$ cat config.mk
export PLATFORM = sky130hd
export DESIGN_NAME = multi_channel_servo_pulse_sequencer_top
export DESIGN_NICKNAME = d
export VERILOG_FILES = /design/src/rtl/mcsps_pkg.sv /design/src/rtl/mcsps_queue.sv /design/src/rtl/mcsps_front.sv /design/src/rtl/mcsps_back.sv /design/src/rtl/multi_channel_servo_pulse_sequencer_top.sv
export SDC_FILE = /design/constraint.sdc
export NUM_CORES = 2
export LEC_CHECK = 0
export BUFFER_PORTS_ARGS = -buffer_cell sky130_fd_sc_hd__buf_2
export CAP_MARGIN = 10
export CORE_MARGIN = 3
export CORE_UTILIZATION = 25
export DETAILED_ROUTE_END_ITERATION = 12
export GPL_TIMING_DRIVEN = 1
export PLACE_DENSITY_LB_ADDON = 0.1
export SETUP_SLACK_MARGIN = 0.4
export SLEW_MARGIN = 10
export SYNTH_ARGS = -nofsm -noshare
export SYNTH_HDL_FRONTEND = slang
export SYNTH_SLANG_ARGS = --single-unit
$ cat constraint.sdc
create_clock -name clk -period 16.1 [get_ports clk]
set_input_delay 1.61 -clock clk [delete_from_list [all_inputs] [get_ports clk]]
set_output_delay 1.61 -clock clk [all_outputs]
set_load 0.01 [all_outputs]
$ cat src/rtl/mcsps_pkg.sv
// Package for the servo pulse sequencer: constants, command codes, queue entry type.
// No dependencies.
`timescale 1ns / 1ps
package mcsps_pkg;
  localparam int CHANNELS = 8;
  localparam int CH_W = 3;
  localparam int MIN_PULSE_US = 544;
  localparam int MAX_PULSE_US = 2400;
  localparam int DEFAULT_PULSE_US = 1500;
  localparam int IN_W = 64;   // 59 bits of fields, padded to bytes
  localparam int OUT_W = 32;  // 30 bits of fields, padded to bytes
  // ceil(2^23 / 45): x / 180 == ((x >> 2) * RECIP45) >> 23 for x < 2^20
  localparam logic [17:0] RECIP45 = 18'd186414;

  typedef enum logic [2:0] {
    OP_ATTACH  = 3'd0,
    OP_DETACH  = 3'd1,
    OP_ANGLE   = 3'd2,
    OP_US      = 3'd3,
    OP_COMPARE = 3'd4
  } op_t;

  typedef enum logic [1:0] {
    REG_REFRESH = 2'd0,
    REG_TRIM    = 2'd1,
    REG_CPU     = 2'd2
  } reg_idx_t;

  typedef enum logic [2:0] {
    ST_IDLE, ST_CALC, ST_DIV, ST_TICK, ST_DONE
  } bk_state_t;

  typedef struct packed {
    logic [2:0]  op;
    logic [2:0]  channel;
    logic        auto_channel;
    logic [11:0] min_us;
    logic [11:0] max_us;
    logic [11:0] value;
    logic [15:0] timer_count;
  } cmd_t;

  typedef struct packed {
    logic        status;
    logic [2:0]  assigned_channel;
    logic        low_valid;
    logic [2:0]  low_channel;
    logic        high_valid;
    logic [2:0]  high_channel;
    logic        compare_valid;
    logic [15:0] compare_value;
    logic        frame_underflow;
  } res_t;

  // Quantized limit: param - 4*clamp(trunc((param-req)/4), -127, 127).
  function automatic logic [11:0] quantize(input logic [11:0] param, input logic [11:0] req);
    logic signed [13:0] d;
    logic [13:0] mag;
    logic signed [13:0] step;
    logic signed [13:0] lim;
    d = $signed({2'b00, param}) - $signed({2'b00, req});
    mag = d[13] ? 14'(-d) : 14'(d);
    mag = mag >> 2;
    if (mag > 14'd127) mag = 14'd127;
    step = d[13] ? 14'(-$signed(mag)) : $signed(mag);
    lim = $signed({2'b00, param}) - (step <<< 2);
    return lim[11:0];
  endfunction
endpackage

$ cat src/rtl/mcsps_queue.sv
// Two-entry command queue between the front end and the execution engine.
// Depends on mcsps_pkg.
`timescale 1ns / 1ps
module mcsps_queue (
  input  logic               clk,
  input  logic               rst_n,
  input  logic               wr_valid,
  output logic               wr_ready,
  input  mcsps_pkg::cmd_t    wr_data,
  output logic               rd_valid,
  input  logic               rd_ready,
  output mcsps_pkg::cmd_t    rd_data
);
  mcsps_pkg::cmd_t mem_r [2];
  logic       wp_r, rp_r;
  logic [1:0] cnt_r;
  logic       push, pop;

  assign wr_ready = cnt_r != 2'd2;
  assign rd_valid = cnt_r != 2'd0;
  assign rd_data  = mem_r[rp_r];
  assign push = wr_valid && wr_ready;
  assign pop  = rd_valid && rd_ready;

  always_ff @(posedge clk) begin
    if (push) mem_r[wp_r] <= wr_data;
    if (!rst_n) begin
      wp_r <= 1'b0; rp_r <= 1'b0; cnt_r <= 2'd0;
    end else begin
      if (push) wp_r <= ~wp_r;
      if (pop) rp_r <= ~rp_r;
      cnt_r <= cnt_r + {1'b0, push} - {1'b0, pop};
    end
  end
endmodule

$ cat src/rtl/mcsps_front.sv
// Front end: unpacks input items into commands; unknown operations pass through.
// Depends on mcsps_pkg.
`timescale 1ns / 1ps
module mcsps_front (
  input  logic                       in_tvalid,
  output logic                       in_tready,
  input  logic [mcsps_pkg::IN_W-1:0] in_tdata,
  output logic                       q_valid,
  input  logic                       q_ready,
  output mcsps_pkg::cmd_t            q_data
);
  // Unknown operations still pass: the back end answers them with zeros.
  assign q_data.op           = in_tdata[2:0];
  assign q_data.channel      = in_tdata[5:3];
  assign q_data.auto_channel = in_tdata[6];
  assign q_data.min_us       = in_tdata[18:7];
  assign q_data.max_us       = in_tdata[30:19];
  assign q_data.value        = in_tdata[42:31];
  assign q_data.timer_count  = in_tdata[58:43];
  assign q_valid   = in_tvalid;
  assign in_tready = q_ready;
endmodule

$ cat src/rtl/mcsps_back.sv
// Execution engine: channel table, angle map, tick conversion, slot sequencing.
// Depends on mcsps_pkg.
`timescale 1ns / 1ps
module mcsps_back (
  input  logic              clk,
  input  logic              rst_n,
  input  logic [15:0]       refresh_r,
  input  logic [5:0]        trim_r,
  input  logic [7:0]        cpu_r,
  input  logic              q_valid,
  output logic              q_ready,
  input  mcsps_pkg::cmd_t   q_data,
  output logic              res_valid,
  input  logic              res_ready,
  output mcsps_pkg::res_t   res_data
);
  localparam int CN = mcsps_pkg::CHANNELS;

  logic [CN-1:0] active_r;
  logic [11:0]   min_r   [CN];
  logic [11:0]   max_r   [CN];
  logic [15:0]   ticks_r [CN];
  logic [18:0]   total_r;
  logic          idle_slot_r;
  logic [2:0]    slot_r;

  mcsps_pkg::bk_state_t st_r, st_nxt;
  mcsps_pkg::cmd_t cmd_r;
  mcsps_pkg::res_t res_r;
  mcsps_pkg::res_t out_r;
  logic            ovalid_r;

  // Angle datapath.
  logic [19:0]        num_r;     // a*(hi-lo) < 2^20
  logic [11:0]        quo_r;
  logic               div_first_r;
  logic [12:0]        us_r;      // microseconds after angle map / clamp
  logic [31:0]        prod_r;

  logic [2:0] ch;
  assign ch = cmd_r.channel;

  // First free channel and next active slot.
  logic       free_found;
  logic [2:0] free_ch;
  logic       next_found;
  logic [2:0] next_ch;
  always_comb begin
    free_found = 1'b0; free_ch = 3'd0;
    for (int i = CN - 1; i >= 0; i--)
      if (!active_r[i]) begin free_found = 1'b1; free_ch = 3'(i); end
    next_found = 1'b0; next_ch = 3'd0;
    for (int i = CN - 1; i >= 0; i--)
      if (active_r[i] && (idle_slot_r || 3'(i) > slot_r) && !(!idle_slot_r && slot_r == 3'd7))
        begin next_found = 1'b1; next_ch = 3'(i); end
  end

  logic [2:0]  att_ch;
  logic        att_ok;
  assign att_ch = cmd_r.auto_channel ? free_ch : ch;
  assign att_ok = cmd_r.auto_channel ? free_found : 1'b1;

  // Tick conversion from us_r (after clamp and trim).
  logic [12:0] lo13, hi13, clamped, trimmed;
  assign lo13 = {1'b0, min_r[ch]};
  assign hi13 = {1'b0, max_r[ch]};
  always_comb begin
    if (us_r < lo13) clamped = lo13;
    else if (us_r > hi13) clamped = hi13;
    else clamped = us_r;
    trimmed = (clamped > {7'd0, trim_r}) ? clamped - {7'd0, trim_r} : 13'd0;
  end
  logic [31:0] ticks_raw;
  logic [15:0] new_ticks;
  assign ticks_raw = (prod_r + 32'd4) >> 3;
  assign new_ticks = (ticks_raw > 32'd65535) ? 16'hFFFF : ticks_raw[15:0];

  logic [18:0] rem_frame;
  assign rem_frame = {3'd0, refresh_r} - total_r;

  always_comb begin
    st_nxt = st_r;
    case (st_r)
      mcsps_pkg::ST_IDLE: if (q_valid) st_nxt = mcsps_pkg::ST_CALC;
      mcsps_pkg::ST_CALC: begin
        if (cmd_r.op == mcsps_pkg::OP_ANGLE) st_nxt = mcsps_pkg::ST_DIV;
        else if (cmd_r.op == mcsps_pkg::OP_US) st_nxt = mcsps_pkg::ST_TICK;
        else st_nxt = mcsps_pkg::ST_DONE;
      end
      mcsps_pkg::ST_DIV: if (!div_first_r) st_nxt = mcsps_pkg::ST_TICK;
      mcsps_pkg::ST_TICK: st_nxt = mcsps_pkg::ST_DONE;
      mcsps_pkg::ST_DONE: if (!ovalid_r || res_ready) st_nxt = mcsps_pkg::ST_IDLE;
      default: st_nxt = mcsps_pkg::ST_IDLE;
    endcase
  end

  assign q_ready   = st_r == mcsps_pkg::ST_IDLE;
  assign res_valid = ovalid_r;
  assign res_data  = out_r;

  logic [7:0]  ang;
  logic [11:0] diff;
  assign ang  = (cmd_r.value > 12'd180) ? 8'd180 : cmd_r.value[7:0];
  // limits from attach always give max > min
  assign diff = max_r[ch] - min_r[ch];

  // divide by 180: drop two bits, then reciprocal multiply by 1/45
  logic [35:0] qprod;
  assign qprod = {18'd0, num_r[19:2]} * {18'd0, mcsps_pkg::RECIP45};

  always_ff @(posedge clk) begin
    if (!rst_n) begin
      st_r <= mcsps_pkg::ST_IDLE;
      active_r <= '0;
      total_r <= '0;
      idle_slot_r <= 1'b1;
      slot_r <= 3'd0;
      ovalid_r <= 1'b0;
    end else begin
      st_r <= st_nxt;
      if (st_r == mcsps_pkg::ST_DONE && (!ovalid_r || res_ready)) ovalid_r <= 1'b1;
      else if (res_ready) ovalid_r <= 1'b0;
      case (st_r)
        mcsps_pkg::ST_IDLE: if (q_valid) begin
          cmd_r <= q_data;
          res_r <= '0;
        end
        mcsps_pkg::ST_CALC: begin
          case (cmd_r.op)
            mcsps_pkg::OP_ATTACH: begin
              if (att_ok) begin
                min_r[att_ch] <= mcsps_pkg::quantize(12'(mcsps_pkg::MIN_PULSE_US),
                                                     cmd_r.min_us);
                max_r[att_ch] <= mcsps_pkg::quantize(12'(mcsps_pkg::MAX_PULSE_US),
                                                     cmd_r.max_us);
                res_r.assigned_channel <= att_ch;
                // prod for default pulse, untrimmed; ticks applied in DONE, TICK is skipped
                us_r <= 13'(mcsps_pkg::DEFAULT_PULSE_US);
              end else res_r.status <= 1'b1;
              prod_r <= 32'(cpu_r) * 32'(mcsps_pkg::DEFAULT_PULSE_US);
            end
            mcsps_pkg::OP_DETACH: if (active_r[ch]) begin
              total_r <= total_r - {3'd0, ticks_r[ch]};
              active_r[ch] <= 1'b0;
            end
            mcsps_pkg::OP_ANGLE: begin
              num_r <= {12'd0, ang} * {8'd0, diff};
              div_first_r <= 1'b1;
            end
            mcsps_pkg::OP_US: us_r <= {1'b0, cmd_r.value};
            mcsps_pkg::OP_COMPARE: begin
              res_r.compare_valid <= 1'b1;
              if (!idle_slot_r) begin
                res_r.low_valid <= 1'b1;
                res_r.low_channel <= slot_r;
              end
              if (next_found) begin
                res_r.high_valid <= 1'b1;
                res_r.high_channel <= next_ch;
                res_r.compare_value <= cmd_r.timer_count + ticks_r[next_ch];
                slot_r <= next_ch;
                idle_slot_r <= 1'b0;
              end else begin
                idle_slot_r <= 1'b1;
                if (total_r > {3'd0, refresh_r}) begin
                  res_r.frame_underflow <= 1'b1;
                  res_r.compare_value <= cmd_r.timer_count;
                end else res_r.compare_value <= cmd_r.timer_count + rem_frame[15:0];
              end
            end
            default: ;
          endcase
        end
        mcsps_pkg::ST_DIV: begin
          // quotient first, then add the lower limit
          if (div_first_r) begin
            quo_r <= qprod[34:23];
            div_first_r <= 1'b0;
          end else begin
            us_r <= {1'b0, min_r[ch]} + {1'b0, quo_r};
          end
        end
        mcsps_pkg::ST_TICK: prod_r <= 32'(cpu_r) * 32'(trimmed);
        mcsps_pkg::ST_DONE: if (!ovalid_r || res_ready) begin
          out_r <= res_r;
          if (cmd_r.op == mcsps_pkg::OP_ATTACH && !res_r.status) begin
            ticks_r[res_r.assigned_channel] <= new_ticks;
            active_r[res_r.assigned_channel] <= 1'b1;
            total_r <= total_r + {3'd0, new_ticks} -
                       (active_r[res_r.assigned_channel] ?
                        {3'd0, ticks_r[res_r.assigned_channel]} : 19'd0);
          end else if (cmd_r.op == mcsps_pkg::OP_ANGLE || cmd_r.op == mcsps_pkg::OP_US) begin
            ticks_r[ch] <= new_ticks;
            if (active_r[ch]) total_r <= total_r - {3'd0, ticks_r[ch]} + {3'd0, new_ticks};
          end
        end
        default: ;
      endcase
    end
  end
endmodule

$ cat src/rtl/multi_channel_servo_pulse_sequencer_top.sv
// Top level of the servo pulse sequencer: config registers, front end, queue, engine.
// Depends on mcsps_pkg, mcsps_front, mcsps_queue, mcsps_back.
`timescale 1ns / 1ps
// Eight servo channels share one compare timer. Attach, detach, angle and
// microsecond writes update the channel table; each compare event ends the
// running pulse, starts the next active channel and returns the next compare
// time, or the rest of the frame once the last channel is done. One result
// item comes out for every input item, in order. The engine steps through
// idle, calc and done for attach, detach, compare and unknown codes; a
// microsecond write adds a tick state (tick multiply), and an angle write
// also a divide state (divide by 180 by reciprocal multiply). It holds one
// item at a time and takes the next once the result is in the output register.
// A two-entry queue sits between input and engine and the result sits in its
// own output register, so input keeps flowing while a result waits; in_tready
// drops once both queue entries are full.
// Config writes are taken any cycle; write only when idle.
module multi_channel_servo_pulse_sequencer_top (
  input  logic                        clk,
  input  logic                        rst_n,
  input  logic                        cfg_we,
  input  logic [1:0]                  cfg_index,
  input  logic [15:0]                 cfg_wdata,
  input  logic                        in_tvalid,
  output logic                        in_tready,
  // operation, channel, auto_channel, min_us, max_us, value, timer_count
  input  logic [mcsps_pkg::IN_W-1:0]  in_tdata,
  output logic                        out_tvalid,
  input  logic                        out_tready,
  // status, assigned_channel, low_valid, low_channel, high_valid,
  // high_channel, compare_valid, compare_value, frame_underflow
  output logic [mcsps_pkg::OUT_W-1:0] out_tdata
);
  logic [15:0] refresh_r;
  logic [5:0]  trim_r;
  logic [7:0]  cpu_r;

  always_ff @(posedge clk) begin
    if (!rst_n) begin
      refresh_r <= 16'd40000;
      trim_r <= 6'd2;
      cpu_r <= 8'd16;
    end else if (cfg_we) begin
      case (mcsps_pkg::reg_idx_t'(cfg_index))
        mcsps_pkg::REG_REFRESH: refresh_r <= cfg_wdata;
        mcsps_pkg::REG_TRIM:    trim_r <= cfg_wdata[5:0];
        mcsps_pkg::REG_CPU:     cpu_r <= cfg_wdata[7:0];
        default: ;
      endcase
    end
  end

  logic            f_valid, f_ready, b_valid, b_ready;
  mcsps_pkg::cmd_t f_data, b_data;
  mcsps_pkg::res_t r;

  mcsps_front u_front (
    .in_tvalid(in_tvalid), .in_tready(in_tready), .in_tdata(in_tdata),
    .q_valid(f_valid), .q_ready(f_ready), .q_data(f_data)
  );

  mcsps_queue u_queue (
    .clk(clk), .rst_n(rst_n),
    .wr_valid(f_valid), .wr_ready(f_ready), .wr_data(f_data),
    .rd_valid(b_valid), .rd_ready(b_ready), .rd_data(b_data)
  );

  mcsps_back u_back (
    .clk(clk), .rst_n(rst_n),
    .refresh_r(refresh_r), .trim_r(trim_r), .cpu_r(cpu_r),
    .q_valid(b_valid), .q_ready(b_ready), .q_data(b_data),
    .res_valid(out_tvalid), .res_ready(out_tready), .res_data(r)
  );

  assign out_tdata = {2'b00, r.frame_underflow, r.compare_value, r.compare_valid,
                      r.high_channel, r.high_valid, r.low_channel, r.low_valid,
                      r.assigned_channel, r.status};
endmodule
==> results.toml <==
[status]
status = "finished clean"

[critical_path]
r2r_slack_ns = 3.36
r2r-start = "u_back.ch[2]"
crit_slowest_cell = "nor2b_1"
critPathKind = "reg -> reg"
required_ns = 16.50
critPathMaxFanout = 61
slowest_delay_ns = 0.67
cp_data_arrival_time_ns = 13.14
r2r_cells = 45
r2r-end = "u_back.prod_r[20]"
cp_common_cell = "o21ai_0"
cp-start-kind = "flip-flop"
crit_path_end_kind = "flip-flop"

[routing]
detail-route-antenna-nets = 0
drt_wl_total_um = 152600
wire_per_inst_um = 21.26
vias = 33460
remaining_drc_errors = 0
dr.pass1.iters = 6
viasPerCell = 4.661
drt_iter0_markers = 2108

[timing]
tightestPinTransition_ns = 1.204
holdWs_ns = 0.4191
maxSlewViolCount = 0
max_freq_ghz = 0.07851
finClkSkew_ns = 0.03763
fin_tns_setup_ns = 0
relSlewSlack_pct = 18.89
hold_viol_final = 0
rsz0062_at_grt = "false"
finalCritPeriodShare_pct = 79.11
fin_crit_ns = 12.74
setup_viol = 0

[clock_tree]
cts_sinks = 660
postCtsSetupBuffers = 0
cts_resized = 0
worstSkewPairLatency_ns = 0.70
ctsHtreeMaxLevel = 3
cts_tree = "built"
cts_root_buffer = "clkbuf_16"
max-clock-path-buffers = 3
cts_made_buffers = 83
clk_pin_slew_worst_paths_ns = 0.06
ctsHoldBuffers = 0

[place]
hpwl_um = 115300
dpl.cell_count = 7022
place.port_buffers = 113
gp_congestion = 0.8202
place_area_um2 = 51600

[floorplanning]
initial_core_util_pct = 25.33
die_y_um = 443.6
rows = 159
die_area_um2 = 196700
ios = 121
dieWidth_um = 443.6
coreArea_um2 = 189000

[global_route]
track_usage_pct = 15.38
grt_pass1_vias = 34540
antenna_found_initial = 11
grt_max_degree = 62
grt_first_pass_wirelength_um = 228600
grt-ovfl-total = 0

[cells_and_area]
areaGrowthSynthToFinish_pct = 13.48
fin_nets = 5372
layout_common_cells = "edfxtp_1, inv_1, nand2_1, ha_1, nor2_1"
design_area_um2 = 54310
drive_above_1_share_pct = 11.22
instances_no_fill = 7178
layout_commonest_cell = "edfxtp_1"

[synthesis]
syn-cell-area_um2 = 47860
async_flop_share_pct = 0
synth_area_per_cell_um2 = 10.64
yosysWarnings = 0
synth_edf_count = 588
synthCells = 4499
synth-main-ff-cell = "edfxtp_1"
netlist-cell-type-count = 100
synth-seq-cells = 660
yosysSeqAreaShare_pct = 39.90

[min_path]
min_path_cells = 0
hp-class = "reg -> reg"
holdPathEnd = "u_back.res_data[6]"
worstHoldStart = "u_back.res_r[6]"

[job]
max_cap_viol_count = 0
## cell type report
type / count / area, um^2
fillers: 19810 / 134700
repair buffers: 192 / 1159
inverters: 507 / 1903
flip-flops and latches: 660 / 19100
multi-input cells: 3168 / 26310
clock buffers: 117 / 2328
well taps: 2495 / 3122
clock inverters: 35 / 380.4
diodes: 4 / 10.01
## logic make-up after synthesis
family	after synthesis	synth area share, %
AOI/OAI and AO/OA	808	11.36
xor gates and xnor gates	195	3.568
adders and majority gates	673	21.84
buffers and inverters	672	5.406
DFF	660	39.90
muxes	176	4.875
other	1	0.007835
and+or+nand+nor	1314	13.04
## sequential cells by signal, indices dropped and copies added, names as in the netlist, 18 cells and up, named ones only
signal / cells
u_back.prod_r: 19
u_back.min_r: 80
u_back.ticks_r: 128
u_queue.mem_r: 118
u_back.num_r: 18
u_back.cmd_r: 56
u_back.res_r: 30
u_back.max_r: 80
u_back.total_r: 19
u_back.res_data: 30
## how the worst max path moves through the flow
| stage | from | to | slack, ns |
|---|---|---|---|
| floorplan | u_back.ch[2] | u_back.prod_r[20] | 5.82 |
| global placement | u_back.ch[1] | u_back.prod_r[20] | 3.20 |
| detailed placement | u_back.ch[2] | u_back.prod_r[20] | 3.30 |
| CTS | u_back.ch[2] | u_back.prod_r[20] | 3.21 |
| global route | u_back.ch[2] | u_back.prod_r[20] | 2.16 |
| finish | u_back.ch[2] | u_back.prod_r[20] | 3.36 |
## synthesized netlist by cell type, drive strengths merged, types with 25 or more instances
library cell	number	area [um^2]
edfxtp	588	17660
inv	503	1888
nand2	442	1659
ha	402	5030
nor2	297	1115
fa	271	5425
o21ai	174	870.8
a21oi	172	864.6
nand3	153	765.7
xnor2	126	1104
clkbuf	117	440.4
a22oi	96	720.7
nor3	78	401.6
mux2	77	867.1
dfxtp	72	1441
and3	71	445.4
xor2	69	604.3
mux2i	61	610.6
o211ai	52	390.4
buf	48	244.0
and2	45	282.8
nor2b	43	269.0
a21o	42	315.3
a211oi	38	295.3
mux4	38	855.8
nand2b	37	231.5
o21a	34	256.5
or2	34	212.7
or3	25	156.4
## routing by layer
metal,vias up,wire [um],GRT usage (%)
met5,-,0,0
met4,0,3220,3.666
met3,149,4478,1.870
met2,558,73510,26.12
met1,16520,71420,20.81
li1,16230,-,-
## metrics by stage
| stage | worst slack, ns | utilization [%] |
|---|---|---|
| floorplan | 5.817 | - |
| global placement | 3.204 | 27.30 |
| detailed placement | 3.297 | 27.30 |
| CTS | 3.208 | 28.73 |
| global route | 2.159 | 28.74 |
| finish | 3.363 | 28.74 |
## critical path, delay by kind of cell (launching register included)
| family | cells | cell delay, ns |
|---|---|---|
| buf+inv | 8 | 2.21 |
| compound gates | 18 | 4.00 |
| flops | 1 | 0.32 |
| fa+ha+maj | 7 | 3.10 |
| xor+xnor | 1 | 0.16 |
| mux | 1 | 0.34 |
| simple gates | 10 | 2.18 |
Power is not shown: default switching activity piles up to over one toggle a cycle in this logic, so the estimate is an artifact.
